<file path="src/rtl/lcvm_pkg.sv">
package lcvm_pkg;

  localparam int CoordBits = 16;
  localparam int NumRegs   = 8;
  localparam int RegIdxBits = 3;
  localparam int ProdBits  = 2 * (CoordBits + 1);
  localparam int QuotBits  = ProdBits;
  localparam int SumBits   = QuotBits + 2;

  typedef logic signed [CoordBits-1:0] coord_t;
  typedef logic signed [CoordBits:0]   diff_t;
  typedef logic signed [ProdBits-1:0]  prod_t;
  typedef logic signed [SumBits-1:0]   sum_t;

  localparam logic [3:0] OC_TOP    = 4'd8;
  localparam logic [3:0] OC_BOTTOM = 4'd4;
  localparam logic [3:0] OC_RIGHT  = 4'd2;
  localparam logic [3:0] OC_LEFT   = 4'd1;

  localparam logic [RegIdxBits-1:0] REG_WIN_LEFT    = 3'd0;
  localparam logic [RegIdxBits-1:0] REG_WIN_BOTTOM  = 3'd1;
  localparam logic [RegIdxBits-1:0] REG_WIN_RIGHT   = 3'd2;
  localparam logic [RegIdxBits-1:0] REG_WIN_TOP     = 3'd3;
  localparam logic [RegIdxBits-1:0] REG_VIEW_LEFT   = 3'd4;
  localparam logic [RegIdxBits-1:0] REG_VIEW_BOTTOM = 3'd5;
  localparam logic [RegIdxBits-1:0] REG_VIEW_RIGHT  = 3'd6;
  localparam logic [RegIdxBits-1:0] REG_VIEW_TOP    = 3'd7;

  localparam logic [2:0] OP_IDLE  = 3'd0;
  localparam logic [2:0] OP_LOAD  = 3'd1;
  localparam logic [2:0] OP_CLIP  = 3'd2;
  localparam logic [2:0] OP_CLIPW = 3'd3;
  localparam logic [2:0] OP_MAP   = 3'd4;
  localparam logic [2:0] OP_MAPW  = 3'd5;
  localparam logic [2:0] OP_DONE  = 3'd6;

  typedef struct packed {
    logic       load;
    logic       clip_start;
    logic       clip_write;
    logic       map_start;
    logic [1:0] map_sel;
    logic       map_write;
    logic       accept;
    logic       reject;
  } cmd_t;

  typedef struct packed {
    logic trivial_accept;
    logic trivial_reject;
    logic div_done;
  } status_t;

  function automatic coord_t sat(input sum_t v);
    sum_t mx;
    sum_t mn;
    mx = sum_t'((1 <<< (CoordBits - 1)) - 1);
    mn = -mx - sum_t'(1);
    if (v > mx) return coord_t'(mx);
    if (v < mn) return coord_t'(mn);
    return coord_t'(v);
  endfunction

  function automatic logic [3:0] outcode(input coord_t x, input coord_t y, input coord_t wl,
                                         input coord_t wb, input coord_t wr, input coord_t wt);
    logic [3:0] c;
    c = 4'd0;
    if (y > wt) c = c | OC_TOP;
    else if (y < wb) c = c | OC_BOTTOM;
    if (x > wr) c = c | OC_RIGHT;
    else if (x < wl) c = c | OC_LEFT;
    return c;
  endfunction

endpackage

</file>
<file path="src/rtl/lcvm_seg_if.sv">
interface lcvm_seg_if;
  logic   valid;
  logic   ready;
  lcvm_pkg::coord_t start_x;
  lcvm_pkg::coord_t start_y;
  lcvm_pkg::coord_t end_x;
  lcvm_pkg::coord_t end_y;
  modport source(output valid, start_x, start_y, end_x, end_y, input ready);
  modport sink(input valid, start_x, start_y, end_x, end_y, output ready);
endinterface

</file>
<file path="src/rtl/lcvm_res_if.sv">
interface lcvm_res_if;
  logic   valid;
  logic   ready;
  logic   visible;
  lcvm_pkg::coord_t out_start_x;
  lcvm_pkg::coord_t out_start_y;
  lcvm_pkg::coord_t out_end_x;
  lcvm_pkg::coord_t out_end_y;
  modport source(output valid, visible, out_start_x, out_start_y, out_end_x, out_end_y,
                 input ready);
  modport sink(input valid, visible, out_start_x, out_start_y, out_end_x, out_end_y,
               output ready);
endinterface

</file>
<file path="src/rtl/lcvm_muldiv.sv">
// a*b/c, truncate toward zero, 0 if c is zero; restoring divider, one bit a cycle
module lcvm_muldiv (
  input  logic                  clk,
  input  logic                  rst,
  input  logic                  start,
  input  lcvm_pkg::diff_t       a,
  input  lcvm_pkg::diff_t       b,
  input  lcvm_pkg::diff_t       c,
  output logic                  done,
  output lcvm_pkg::prod_t       quot
);
  localparam int PB = lcvm_pkg::ProdBits;
  localparam int CB = lcvm_pkg::CoordBits + 1;
  localparam int CntBits = $clog2(PB + 2);

  logic [PB-1:0]    num;
  logic [CB-1:0]    den;
  logic [CB:0]      rem;
  logic [PB-1:0]    q;
  logic             neg;
  logic             zero;
  logic             busy;
  logic             mul_pend;
  logic [CntBits-1:0] cnt;
  logic [CB-1:0]    ma;
  logic [CB-1:0]    mb;
  logic [CB:0]      rem_sh;

  assign rem_sh = {rem[CB-1:0], num[PB-1]};

  always_ff @(posedge clk) begin
    if (rst) begin
      busy <= 1'b0;
      mul_pend <= 1'b0;
      done <= 1'b0;
    end else begin
      done <= 1'b0;
      if (start) begin
        ma <= a[CB-1] ? CB'(-a) : CB'(a);
        mb <= b[CB-1] ? CB'(-b) : CB'(b);
        den <= c[CB-1] ? CB'(-c) : CB'(c);
        neg <= (a[CB-1] ^ b[CB-1]) ^ c[CB-1];
        zero <= (c == '0);
        mul_pend <= 1'b1;
      end else if (mul_pend) begin
        num <= PB'(ma) * PB'(mb);
        rem <= '0;
        q <= '0;
        cnt <= CntBits'(PB);
        mul_pend <= 1'b0;
        busy <= 1'b1;
      end else if (busy) begin
        if (cnt == '0) begin
          busy <= 1'b0;
          done <= 1'b1;
          if (zero) quot <= '0;
          else quot <= neg ? -q : q;
        end else begin
          cnt <= cnt - 1'b1;
          num <= num << 1;
          if (rem_sh >= {1'b0, den}) begin
            rem <= rem_sh - {1'b0, den};
            q <= {q[PB-2:0], 1'b1};
          end else begin
            rem <= rem_sh;
            q <= {q[PB-2:0], 1'b0};
          end
        end
      end
    end
  end
endmodule

</file>
<file path="src/rtl/lcvm_datapath.sv">
module lcvm_datapath (
  input  logic                         clk,
  input  lcvm_pkg::cmd_t               cmd,
  output lcvm_pkg::status_t            status,
  input  logic                         rst,
  input  lcvm_pkg::coord_t             in_x0,
  input  lcvm_pkg::coord_t             in_y0,
  input  lcvm_pkg::coord_t             in_x1,
  input  lcvm_pkg::coord_t             in_y1,
  input  lcvm_pkg::coord_t             regs [lcvm_pkg::NumRegs],
  output logic                         visible,
  output lcvm_pkg::coord_t             res [4]
);
  lcvm_pkg::coord_t x0, y0, x1, y1;
  logic [3:0] c0, c1, co;
  lcvm_pkg::coord_t wl, wb, wr, wt;
  lcvm_pkg::diff_t da, db, dc;
  lcvm_pkg::prod_t quot;
  logic div_done;
  lcvm_pkg::coord_t p, wmin, wmax, vmin, vmax, nx, ny;
  lcvm_pkg::sum_t base;

  assign wl = regs[lcvm_pkg::REG_WIN_LEFT];
  assign wb = regs[lcvm_pkg::REG_WIN_BOTTOM];
  assign wr = regs[lcvm_pkg::REG_WIN_RIGHT];
  assign wt = regs[lcvm_pkg::REG_WIN_TOP];

  assign c0 = lcvm_pkg::outcode(x0, y0, wl, wb, wr, wt);
  assign c1 = lcvm_pkg::outcode(x1, y1, wl, wb, wr, wt);
  assign co = (c0 != 4'd0) ? c0 : c1;
  assign status.trivial_accept = ((c0 | c1) == 4'd0);
  assign status.trivial_reject = ((c0 & c1) != 4'd0);
  assign status.div_done = div_done;

  always_comb begin
    p = x0;
    wmin = wl;
    wmax = wr;
    vmin = regs[lcvm_pkg::REG_VIEW_LEFT];
    vmax = regs[lcvm_pkg::REG_VIEW_RIGHT];
    case (cmd.map_sel)
      2'd1: begin
        p = y0; wmin = wb; wmax = wt;
        vmin = regs[lcvm_pkg::REG_VIEW_BOTTOM]; vmax = regs[lcvm_pkg::REG_VIEW_TOP];
      end
      2'd2: p = x1;
      2'd3: begin
        p = y1; wmin = wb; wmax = wt;
        vmin = regs[lcvm_pkg::REG_VIEW_BOTTOM]; vmax = regs[lcvm_pkg::REG_VIEW_TOP];
      end
      default: ;
    endcase
  end

  always_comb begin
    if (cmd.map_start) begin
      da = lcvm_pkg::diff_t'(p) - lcvm_pkg::diff_t'(wmin);
      db = lcvm_pkg::diff_t'(vmax) - lcvm_pkg::diff_t'(vmin);
      dc = lcvm_pkg::diff_t'(wmax) - lcvm_pkg::diff_t'(wmin);
    end else if ((co & lcvm_pkg::OC_TOP) != 4'd0) begin
      da = lcvm_pkg::diff_t'(x1) - lcvm_pkg::diff_t'(x0);
      db = lcvm_pkg::diff_t'(wt) - lcvm_pkg::diff_t'(y0);
      dc = lcvm_pkg::diff_t'(y1) - lcvm_pkg::diff_t'(y0);
    end else if ((co & lcvm_pkg::OC_BOTTOM) != 4'd0) begin
      da = lcvm_pkg::diff_t'(x1) - lcvm_pkg::diff_t'(x0);
      db = lcvm_pkg::diff_t'(wb) - lcvm_pkg::diff_t'(y0);
      dc = lcvm_pkg::diff_t'(y1) - lcvm_pkg::diff_t'(y0);
    end else if ((co & lcvm_pkg::OC_RIGHT) != 4'd0) begin
      da = lcvm_pkg::diff_t'(y1) - lcvm_pkg::diff_t'(y0);
      db = lcvm_pkg::diff_t'(wr) - lcvm_pkg::diff_t'(x0);
      dc = lcvm_pkg::diff_t'(x1) - lcvm_pkg::diff_t'(x0);
    end else begin
      da = lcvm_pkg::diff_t'(y1) - lcvm_pkg::diff_t'(y0);
      db = lcvm_pkg::diff_t'(wl) - lcvm_pkg::diff_t'(x0);
      dc = lcvm_pkg::diff_t'(x1) - lcvm_pkg::diff_t'(x0);
    end
  end

  lcvm_muldiv u_div (
    .clk(clk), .rst(rst), .start(cmd.clip_start | cmd.map_start),
    .a(da), .b(db), .c(dc), .done(div_done), .quot(quot)
  );

  // quotient magnitude stays below 2^34, so the 2^35 limit of sum_t never binds
  always_comb begin
    if ((co & (lcvm_pkg::OC_TOP | lcvm_pkg::OC_BOTTOM)) != 4'd0) begin
      nx = lcvm_pkg::sat(lcvm_pkg::sum_t'(x0) + lcvm_pkg::sum_t'(quot));
      ny = ((co & lcvm_pkg::OC_TOP) != 4'd0) ? wt : wb;
    end else begin
      ny = lcvm_pkg::sat(lcvm_pkg::sum_t'(y0) + lcvm_pkg::sum_t'(quot));
      nx = ((co & lcvm_pkg::OC_RIGHT) != 4'd0) ? wr : wl;
    end
  end

  assign base = lcvm_pkg::sum_t'(vmin) + lcvm_pkg::sum_t'(quot);

  always_ff @(posedge clk) begin
    if (cmd.load) begin
      x0 <= in_x0; y0 <= in_y0; x1 <= in_x1; y1 <= in_y1;
      visible <= 1'b0;
    end
    if (cmd.clip_write) begin
      if (co == c0) begin
        x0 <= nx; y0 <= ny;
      end else begin
        x1 <= nx; y1 <= ny;
      end
    end
    if (cmd.map_write) res[cmd.map_sel] <= lcvm_pkg::sat(base);
    if (cmd.accept) visible <= 1'b1;
    if (cmd.reject) begin
      visible <= 1'b0;
      res[0] <= '0; res[1] <= '0; res[2] <= '0; res[3] <= '0;
    end
  end
endmodule

</file>
<file path="src/rtl/lcvm_ctrl.sv">
module lcvm_ctrl (
  input  logic               clk,
  input  logic               rst,
  input  logic               in_fire,
  input  logic               out_fire,
  input  lcvm_pkg::status_t  status,
  output lcvm_pkg::cmd_t     cmd,
  output logic               idle,
  output logic               res_valid
);
  logic [2:0] state, state_next;
  logic [2:0] steps;
  logic [1:0] sel;

  always_comb begin
    cmd = '0;
    cmd.map_sel = sel;
    state_next = state;
    unique case (state)
      lcvm_pkg::OP_IDLE: if (in_fire) begin
        cmd.load = 1'b1;
        state_next = lcvm_pkg::OP_CLIP;
      end
      lcvm_pkg::OP_CLIP: begin
        if (status.trivial_accept) begin
          cmd.accept = 1'b1;
          cmd.map_start = 1'b1;
          state_next = lcvm_pkg::OP_MAPW;
        end else if (status.trivial_reject || steps == 3'd4) begin
          cmd.reject = 1'b1;
          state_next = lcvm_pkg::OP_DONE;
        end else begin
          cmd.clip_start = 1'b1;
          state_next = lcvm_pkg::OP_CLIPW;
        end
      end
      lcvm_pkg::OP_CLIPW: if (status.div_done) begin
        cmd.clip_write = 1'b1;
        state_next = lcvm_pkg::OP_CLIP;
      end
      lcvm_pkg::OP_MAP: begin
        cmd.map_start = 1'b1;
        state_next = lcvm_pkg::OP_MAPW;
      end
      lcvm_pkg::OP_MAPW: if (status.div_done) begin
        cmd.map_write = 1'b1;
        state_next = (sel == 2'd3) ? lcvm_pkg::OP_DONE : lcvm_pkg::OP_MAP;
      end
      lcvm_pkg::OP_DONE: if (out_fire) state_next = lcvm_pkg::OP_IDLE;
      default: state_next = lcvm_pkg::OP_IDLE;
    endcase
  end

  always_ff @(posedge clk) begin
    if (rst) begin
      state <= lcvm_pkg::OP_IDLE;
      steps <= 3'd0;
      sel <= 2'd0;
    end else begin
      state <= state_next;
      if (cmd.load) begin
        steps <= 3'd0;
        sel <= 2'd0;
      end
      if (cmd.clip_start) steps <= steps + 3'd1;
      if (cmd.map_write) sel <= sel + 2'd1;
    end
  end

  assign idle = (state == lcvm_pkg::OP_IDLE);
  assign res_valid = (state == lcvm_pkg::OP_DONE);

  a_steps: assert property (@(posedge clk) disable iff (rst) steps <= 3'd4)
    else $error("clip step count overran");
  a_load: assert property (@(posedge clk) disable iff (rst) in_fire |-> idle)
    else $error("item taken while busy");
  a_done: assert property (@(posedge clk) disable iff (rst)
    (res_valid && !out_fire) |=> res_valid) else $error("result dropped");
endmodule

</file>
<file path="src/rtl/line_clip_viewport_map_core.sv">
// channel  | dir | handshake    | payload
// seg      | in  | valid/ready  | start_x start_y end_x end_y
// res      | out | valid/ready  | visible out_start_x out_start_y out_end_x out_end_y
// cfg      | in  | cfg_we       | cfg_index cfg_data
// One item at a time; a shared serial multiply-divide unit runs each division as
// issue, multiply, one restoring step per bit of the 34-bit quotient, write. Up to
// four clip divisions and four map divisions per item; a trivial reject needs none.
// Synchronous active-high reset restores register defaults.
// The result holds until taken; the next item is accepted only after that.
module line_clip_viewport_map_core (
  input  logic                                   clk,
  input  logic                                   rst,
  input  logic                                   cfg_we,
  input  logic [lcvm_pkg::RegIdxBits-1:0]        cfg_index,
  input  logic [lcvm_pkg::CoordBits-1:0]         cfg_data,
  lcvm_seg_if.sink                               seg,
  lcvm_res_if.source                             res
);
  lcvm_pkg::coord_t regs [lcvm_pkg::NumRegs];
  lcvm_pkg::coord_t rvals [4];
  lcvm_pkg::cmd_t cmd;
  lcvm_pkg::status_t status;
  logic idle;
  logic in_fire;
  logic out_fire;

  always_ff @(posedge clk) begin
    if (rst) begin
      regs[lcvm_pkg::REG_WIN_LEFT]    <= 16'sd1600;
      regs[lcvm_pkg::REG_WIN_BOTTOM]  <= 16'sd1600;
      regs[lcvm_pkg::REG_WIN_RIGHT]   <= 16'sd2400;
      regs[lcvm_pkg::REG_WIN_TOP]     <= 16'sd2400;
      regs[lcvm_pkg::REG_VIEW_LEFT]   <= 16'sd3200;
      regs[lcvm_pkg::REG_VIEW_BOTTOM] <= 16'sd3200;
      regs[lcvm_pkg::REG_VIEW_RIGHT]  <= 16'sd4800;
      regs[lcvm_pkg::REG_VIEW_TOP]    <= 16'sd4800;
    end else if (cfg_we) begin
      regs[cfg_index] <= cfg_data;
    end
  end

  assign seg.ready = idle;
  assign in_fire = seg.valid & idle;
  assign out_fire = res.valid & res.ready;

  lcvm_ctrl u_ctrl (
    .clk(clk), .rst(rst), .in_fire(in_fire), .out_fire(out_fire),
    .status(status), .cmd(cmd), .idle(idle), .res_valid(res.valid)
  );

  lcvm_datapath u_dp (
    .clk(clk), .cmd(cmd), .status(status), .rst(rst),
    .in_x0(seg.start_x), .in_y0(seg.start_y), .in_x1(seg.end_x), .in_y1(seg.end_y),
    .regs(regs), .visible(res.visible), .res(rvals)
  );

  assign res.out_start_x = rvals[0];
  assign res.out_start_y = rvals[1];
  assign res.out_end_x   = rvals[2];
  assign res.out_end_y   = rvals[3];
endmodule
</file>
<file path="src/flat_wrapper.sv">
// flat-port wrapper written by rule: the top's interface ports become plain ports
module line_clip_viewport_map_core_flat 
  (clk, rst, cfg_we, cfg_index, cfg_data, seg_valid, seg_start_x, seg_start_y, seg_end_x, seg_end_y, seg_ready, res_valid, res_visible, res_out_start_x, res_out_start_y, res_out_end_x, res_out_end_y, res_ready);
  lcvm_seg_if seg_i ();
  lcvm_res_if res_i ();
  input  logic clk;
  input  logic rst;
  input  logic cfg_we;
  input  logic [lcvm_pkg::RegIdxBits-1:0] cfg_index;
  input  logic [lcvm_pkg::CoordBits-1:0] cfg_data;
  input wire logic [$bits(seg_i.valid)-1:0] seg_valid;
  input wire logic [$bits(seg_i.start_x)-1:0] seg_start_x;
  input wire logic [$bits(seg_i.start_y)-1:0] seg_start_y;
  input wire logic [$bits(seg_i.end_x)-1:0] seg_end_x;
  input wire logic [$bits(seg_i.end_y)-1:0] seg_end_y;
  output wire logic [$bits(seg_i.ready)-1:0] seg_ready;
  output wire logic [$bits(res_i.valid)-1:0] res_valid;
  output wire logic [$bits(res_i.visible)-1:0] res_visible;
  output wire logic [$bits(res_i.out_start_x)-1:0] res_out_start_x;
  output wire logic [$bits(res_i.out_start_y)-1:0] res_out_start_y;
  output wire logic [$bits(res_i.out_end_x)-1:0] res_out_end_x;
  output wire logic [$bits(res_i.out_end_y)-1:0] res_out_end_y;
  input wire logic [$bits(res_i.ready)-1:0] res_ready;
  assign seg_i.valid = seg_valid;
  assign seg_i.start_x = seg_start_x;
  assign seg_i.start_y = seg_start_y;
  assign seg_i.end_x = seg_end_x;
  assign seg_i.end_y = seg_end_y;
  assign seg_ready = seg_i.ready;
  assign res_valid = res_i.valid;
  assign res_visible = res_i.visible;
  assign res_out_start_x = res_i.out_start_x;
  assign res_out_start_y = res_i.out_start_y;
  assign res_out_end_x = res_i.out_end_x;
  assign res_out_end_y = res_i.out_end_y;
  assign res_i.ready = res_ready;
  line_clip_viewport_map_core u_core (.clk(clk), .rst(rst), .cfg_we(cfg_we), .cfg_index(cfg_index), .cfg_data(cfg_data), .seg(seg_i), .res(res_i));
endmodule
</file>
<file path="config.mk">
export PLATFORM = sky130hd
export DESIGN_NAME = line_clip_viewport_map_core_flat
export DESIGN_NICKNAME = d
export VERILOG_FILES = /design/src/rtl/lcvm_pkg.sv /design/src/rtl/lcvm_seg_if.sv /design/src/rtl/lcvm_res_if.sv /design/src/rtl/lcvm_muldiv.sv /design/src/rtl/lcvm_datapath.sv /design/src/rtl/lcvm_ctrl.sv /design/src/rtl/line_clip_viewport_map_core.sv /design/src/flat_wrapper.sv
export SDC_FILE = /design/constraint.sdc
export NUM_CORES = 2
export LEC_CHECK = 0
export BUFFER_PORTS_ARGS = -buffer_cell sky130_fd_sc_hd__buf_2
export CELL_PAD_IN_SITES_DETAIL_PLACEMENT = 1
export CELL_PAD_IN_SITES_GLOBAL_PLACEMENT = 1
export CORE_MARGIN = 4
export CORE_UTILIZATION = 49
export CTS_CLUSTER_DIAMETER = 100
export DETAILED_ROUTE_END_ITERATION = 6
export PLACE_DENSITY_LB_ADDON = 0.15
export RECOVER_POWER = 25
export SYNTH_ARGS = -nofsm -noshare
export SYNTH_HDL_FRONTEND = slang
export SYNTH_SLANG_ARGS = --single-unit
</file>
<file path="constraint.sdc">
create_clock -name clk -period 17.4 [get_ports clk]
set_clock_uncertainty 0.15 [all_clocks]
set_input_delay 0.87 -clock clk [delete_from_list [all_inputs] [get_ports clk]]
set_output_delay 0.87 -clock clk [all_outputs]
set_load 0.01 [all_outputs]
</file>
# == Word level (Yosys, flattened, before mapping) ==
# Cells that the tools add are included.
# word_totals
reg_bits,446
inputBits,88
elab_cells,245
# classes
order_cmp,19
addsub,20
mux,121
n_mul,1
n_bitwise,13
n_reduce_logical,20
eq_ne,15
# op_table
op,count
2-to-1 mux 16 bit,38
2-to-1 mux 17 bit,13
2-to-1 mux 34 bit,6
subtractor 16 x 16 -> 17 bit,9
bitwise mux 128 bit,1
adder 16 x 34 -> 35 bit,3
greater-than comparator 35 x 16 -> 1 bit (second input constant),3
< comparator 35 x 16 -> 1 bit (second input constant),3
bitwise mux 64 bit,1
greater-than comparator 16 bit,4
< comparator 16 bit,4
negator 17 bit,3
demux 16 bit (select 3 bit),1
case mux 16 bit (3 select lines),1
2-to-1 mux 1 bit,36
multiplier 17 x 17 -> 34 bit,1
negator 34 bit,1
demux 16 bit (select 2 bit),1
2-to-1 mux 3 bit,10
greater-or-equal comparator 18 x 17 -> 1 bit,1
case mux 3 bit (6 select lines),1
logical NOT 17 bit,1
subtractor 17 bit,1
equality test 3 bit (second input constant),4
37 further kinds,62

# == Longest topological paths before layout ==
# logic_depth
depth_word,16
ltp_mapped,28
ltp_nobuf,26

# == Cells and area by module ==
# Synthesis repeated with hierarchy kept, for this count alone.
# hier_totals
cells_unflattened,5428
hier_area_um2,47088.9
# by_module_without_submodules
module,instances,cells_per_inst,area_per_inst_um2
lcvm_datapath,1,2996,22703.0
lcvm_muldiv,1,1894,18760.5
line_clip_viewport_map_core,1,464,5051.1
lcvm_ctrl,1,74,574.3

# == Worst setup path before layout ==
# OpenSTA, ideal clock, no wires.
# synth_timing
path_type,reg-to-reg
startpoint,reg u_core.u_dp.x0[15]
endpoint,reg u_core.u_dp.u_div.cnt[0] (enable)
setup_time_ns,0.796
t_arrival_ns,12.829
stages_incl_launch_ff,15
synth_period_minus_slack_ns,13.775
path_slack_ns,3.625
path_buffers,3
required_time_ns,16.454
cell_sequence,dfxtp_1 > inv_1 > ha_1 > nor3b_1 > o21ai_0 > nand2_1 > o21ai_0 > nor2_1 > nor2_1 > a41o_1 > buf_4 > buf_2 > buf_4 > a21oi_1 > nor4b_1
# synth_via
elab_chain_cells,12
# synth_rtl
element,line_no,rtl
"start, declared",lcvm_datapath.sv:14,"lcvm_pkg::coord_t x0, y0, x1, y1;"
"start signal, assigned",lcvm_datapath.sv:99,x0 <= in_x0; y0 <= in_y0; x1 <= in_x1; y1 <= in_y1;
"start signal, assigned",lcvm_datapath.sv:104,x0 <= nx; y0 <= ny;
< comparator 16 bit,lcvm_pkg.sv:71,else if (x < wl) c = c | OC_LEFT;
2-to-1 mux 1 bit,lcvm_pkg.sv:71,
2-to-1 mux 2 bit *,lcvm_pkg.sv:70,if (x > wr) c = c | OC_RIGHT;
bitwise AND 4 bit,lcvm_datapath.sv:32,assign status.trivial_reject = ((c0 & c1) != 4'd0);
nonzero test 4 bit,lcvm_datapath.sv:32,
logical OR 1 bit,lcvm_ctrl.sv:29,end else if (status.trivial_reject || steps == 3'd4) begin
2-to-1 mux 1 bit,lcvm_ctrl.sv:29,
2-to-1 mux 1 bit,lcvm_ctrl.sv:25,if (status.trivial_accept) begin
2-to-1 mux 1 bit,lcvm_ctrl.sv:19,unique case (state)
OR 1 bit *,lcvm_datapath.sv:80,".clk(clk), .rst(rst), .start(cmd.clip_start | cmd.map_start),"
NOT 1 bit (no line) *,--,
AND reduction 4 bit (no line) *,--,
"end signal, assigned",lcvm_muldiv.sv:49,cnt <= CntBits'(PB);
"end signal, assigned",lcvm_muldiv.sv:59,cnt <= cnt - 1'b1;
"end, declared",lcvm_muldiv.sv:24,logic [CntBits-1:0] cnt;
# Every way passes the cells marked *; elsewhere a longest branch is shown, timed or not.
# A chain may end at the register's enable or synchronous reset.

# == Worst setup path after layout ==
# layout_timing
startpoint,reg u_core.u_dp.u_div.ma[7]
endpoint,reg u_core.u_dp.u_div.num[33] (data pin)
# layout_via
elab_chain_cells,2
# layout_rtl
element,line_no,rtl
"start, declared",lcvm_muldiv.sv:25,logic [CB-1:0] ma;
"start signal, assigned",lcvm_muldiv.sv:39,ma <= a[CB-1] ? CB'(-a) : CB'(a);
multiplier 17 x 17 -> 34 bit,lcvm_muldiv.sv:46,num <= PB'(ma) * PB'(mb);
2-to-1 mux 34 bit,lcvm_muldiv.sv:45,end else if (mul_pend) begin
"end signal, assigned",lcvm_muldiv.sv:46,
"end signal, assigned",lcvm_muldiv.sv:60,num <= num << 1;
"end, declared",lcvm_muldiv.sv:16,logic [PB-1:0] num;
# Every way passes these cells.

==> impl_metrics.toml <==
[cells_and_area]
fin_cells = 6886
fin_nets = 6359
diodes = 0
layout-drive-gt1-share_pct = 6.96
finish.utilization_pct = 53.1
nFillCells = 11400
syn_to_final_growth_pct = 7.43

[die]
rows = 112
dieHeight_um = 315
start_util_pct = 49.4
die-area_mm2 = 0.0991
core-area_mm2 = 0.0933
num_io_pins = 155
die_x_um = 315

[logic_synthesis]
synthTopCellsByCount = "nand2_1, inv_1, a21oi_1"
synthFlopType = "dfxtp_1"
syn_nets = 6373
synth_top_area_cell = "ha_1"
yosysWarnings = 0
synth_top_area_share_pct = 12.1
yosysMostFrequentCell = "nand2_1"
synth-edff-count = 178
synthArstFlopShare_pct = 0
synthesis.instances = 5601
yosysSeqAreaShare_pct = 23.2
ys_ff_latch = 446
synth.area.top_cells = "ha_1, dfxtp_1, edfxtp_1"
syn_area_per_cell_um2 = 8.23
syn-cell-area_mm2 = 0.0461
synth_cell_types = 126

[worst_setup_path]
start_kind = "flop"
crit_path_start = "u_core.u_dp.u_div.ma[7]"
worstPathRequired_ps = 17550
timing.rr.end = "u_core.u_dp.u_div.num[33]"
path_class = "reg -> reg"
cp.arrival_ps = 7600
r2r_start = "u_core.u_dp.u_div.ma[7]"
worstSetupEndpoint = "u_core.u_dp.u_div.num[33]"
end_kind = "flop"
crit_fanout = 17
ff2ff_path_depth = 24
ff2ff_setup_slack_ps = 9950

[clocking]
numCtsBuffers = 56
clk_latency_ps = 690
cts_setup_buffers = 0
cts_resized = 0
cts_tree = "built"
clkTransAtPathRegs_ps = 60
clock_path_buffers = 3
postCtsHoldBufs = 0
clock_sinks = 446
cts-root-buf = "clkbuf_16"
htree_num_levels = 2

[run_status]
status = "finished with violations"
violations = "max-capacitance violations, max-slew violations"

[route]
vias = 42300
dr.pass1.iters = 5
drt_iter0_drc = 3947
drc = 0
wl_met1_um = 76600
top_layer_used = "met5"
drtAntennaViolNets = 0
wl_met2_um = 76800
totalWireLength_um = 176000
wl_per_cell_um = 25.6
wl_met3_um = 13200
via_per_inst = 6.15

[worst_hold_path]
hold_path.class = "reg -> reg"
hold_start = "u_core.regs[20]"

[placement]
port-buffer-count = 154
dp.cells = 6783
gp_congestion = 1.02
dp_hpwl_um = 137000

[sta]
fmax_mhz = 134
holdWs_ps = 302
worst_pin_slew_ps = 4080
fin_crit_sh_pct = 42.8
slew_viol_final = 300
setup_violations = 0
rsz0062_at_grt = "no"
setup_tns_ps = 0
min_period_ps = 7450
slew_headroom_pct = -172
hold_viol = 0

[run]
drv_cap = 6

[global_route]
grt.overflow.total = 0
grt_max_degree = 100
first_global_vias = 43300
grt_util_all_layers_pct = 35.1
antenna_found_initial = 1
grt_pass1_wl_um = 266000
-- logic make-up after synthesis --
kind of cell | Yosys count | synth area share [%]
AND/OR/NAND/NOR | 1882 | 19.2
AO/OA/AOI/OAI | 1350 | 19.2
buffers and inverters | 780 | 6.64
adder cells (fa/ha/maj) | 684 | 22.4
flip-flops | 446 | 23.2
XOR/XNOR | 313 | 5.94
multiplexers | 146 | 3.37
-- worst min path at each step --
| stage | endpoint | slack, ps | depth (start not counted) |
|---|---|---|---|
| 2_1_floorplan | u_core.regs[18] | 280 | 2 |
| 4_1_cts | u_core.regs[21] | 310 | 2 |
| 3_5_place_dp | u_core.regs[54] | 300 | 2 |
| 5_1_grt | u_core.regs[21] | 330 | 2 |
| 3_3_place_gp | u_core.regs[19] | 290 | 2 |
| 6_report | u_core.regs[20] | 300 | 2 |
-- layer usage --
| layer | vias up | GRT usage [%] |
|---|---|---|
| met5 | - | 0 |
| li1 | 19400 | - |
| met1 | 21100 | 48.0 |
| met4 | 2 | 16.6 |
| met2 | 1474 | 54.4 |
| met3 | 333 | 5.67 |
-- sequential cells by signal, summed over array words and instances, names as in the netlist --
register,flops
u_core.u_ctrl.sel,2
u_core.u_dp.u_div.rem,17
u_core.regs,128
u_core.u_dp.res,64
u_core.u_ctrl.state,3
u_core.u_dp.u_div.busy,1
u_core.u_dp.u_div.mul_pend,1
u_core.u_ctrl.steps,3
u_core.u_dp.u_div.ma,17
u_core.u_dp.y1,16
u_core.u_dp.u_div.quot,34
u_core.u_dp.y0,16
u_core.u_dp.x0,16
u_core.u_dp.u_div.mb,17
u_core.u_dp.u_div.cnt,6
u_core.u_dp.visible,1
u_core.u_dp.u_div.done,1
u_core.u_dp.u_div.neg,1
u_core.u_dp.u_div.num,34
u_core.u_dp.u_div.q,34
u_core.u_dp.u_div.zero,1
u_core.u_dp.u_div.den,17
u_core.u_dp.x1,16
-- through the flow --
| step | instance area (µm²) | worst slack (ps) |
|---|---|---|
| final | 49600 | 9950 |
| after CTS | 49700 | 9970 |
| after floorplan | 46100 | 3620 |
| after global routing | 49600 | 9400 |
| after global placement | 47700 | 10220 |
| after detailed placement | 47700 | 10010 |
-- placed cells by master, fill, tap and decap left out, types with 34 or more instances in the layout --
master | netlist | layout
nand2_1 | 797 | 795
inv_1 | 519 | 519
a21oi_1 | 469 | 469
ha_1 | 447 | 447
nor2_1 | 378 | 374
dfxtp_1 | 268 | 268
fa_1 | 237 | 237
o21ai_0 | 214 | 214
xnor2_1 | 207 | 207
edfxtp_1 | 178 | 178
and2_1 | 155 | 154
xor2_1 | 106 | 106
a211oi_1 | 99 | 99
nand3_1 | 97 | 97
a21o_1 | 96 | 96
nor3_1 | 95 | 95
nor2b_1 | 92 | 92
buf_2 | 26 | 92
mux2i_1 | 77 | 77
clkbuf_1 | 193 | 76
mux2_2 | 67 | 67
o211ai_1 | 67 | 67
clkbuf_16 | 0 | 56
nand2b_1 | 44 | 44
a31oi_1 | 42 | 42
nand4_1 | 41 | 41
o21a_1 | 41 | 41
o21bai_1 | 39 | 39
or3_1 | 34 | 34
-- layout make-up --
class / instances / area, µm² / area share (%)
Inverter: 521 / 1960 / 3.95
Tap cell: 1254 / 1570 / 3.17
Clock buffer: 72 / 1540 / 3.11
Timing Repair Buffer: 187 / 918 / 1.85
Clock inverter: 31 / 414 / 0.836
Multi-Input combinational cell: 4375 / 32400 / 65.5
Sequential cell: 446 / 10700 / 21.6
-- critical path: stages (launching register included) --
cell and delay, ps:
edfxtp_1 820, nand2_1 220, fa_1 600, inv_1 60
fa_1 480, fa_1 520, fa_1 530, fa_1 540
inv_1 60, fa_1 530, inv_1 40, ha_1 330
a21oi_1 160, o21bai_1 70, a21o_1 170, a21o_1 170
a21o_1 170, a21o_1 170, a21oi_1 170, o21ai_0 200
a41oi_1 380, a2111oi_0 170, nor2_1 160, xnor2_1 130
a21oi_1 80
Power is left out: the tool's default activity adds up to more than one toggle a clock period on the data nets, which glitch-free logic cannot reach.
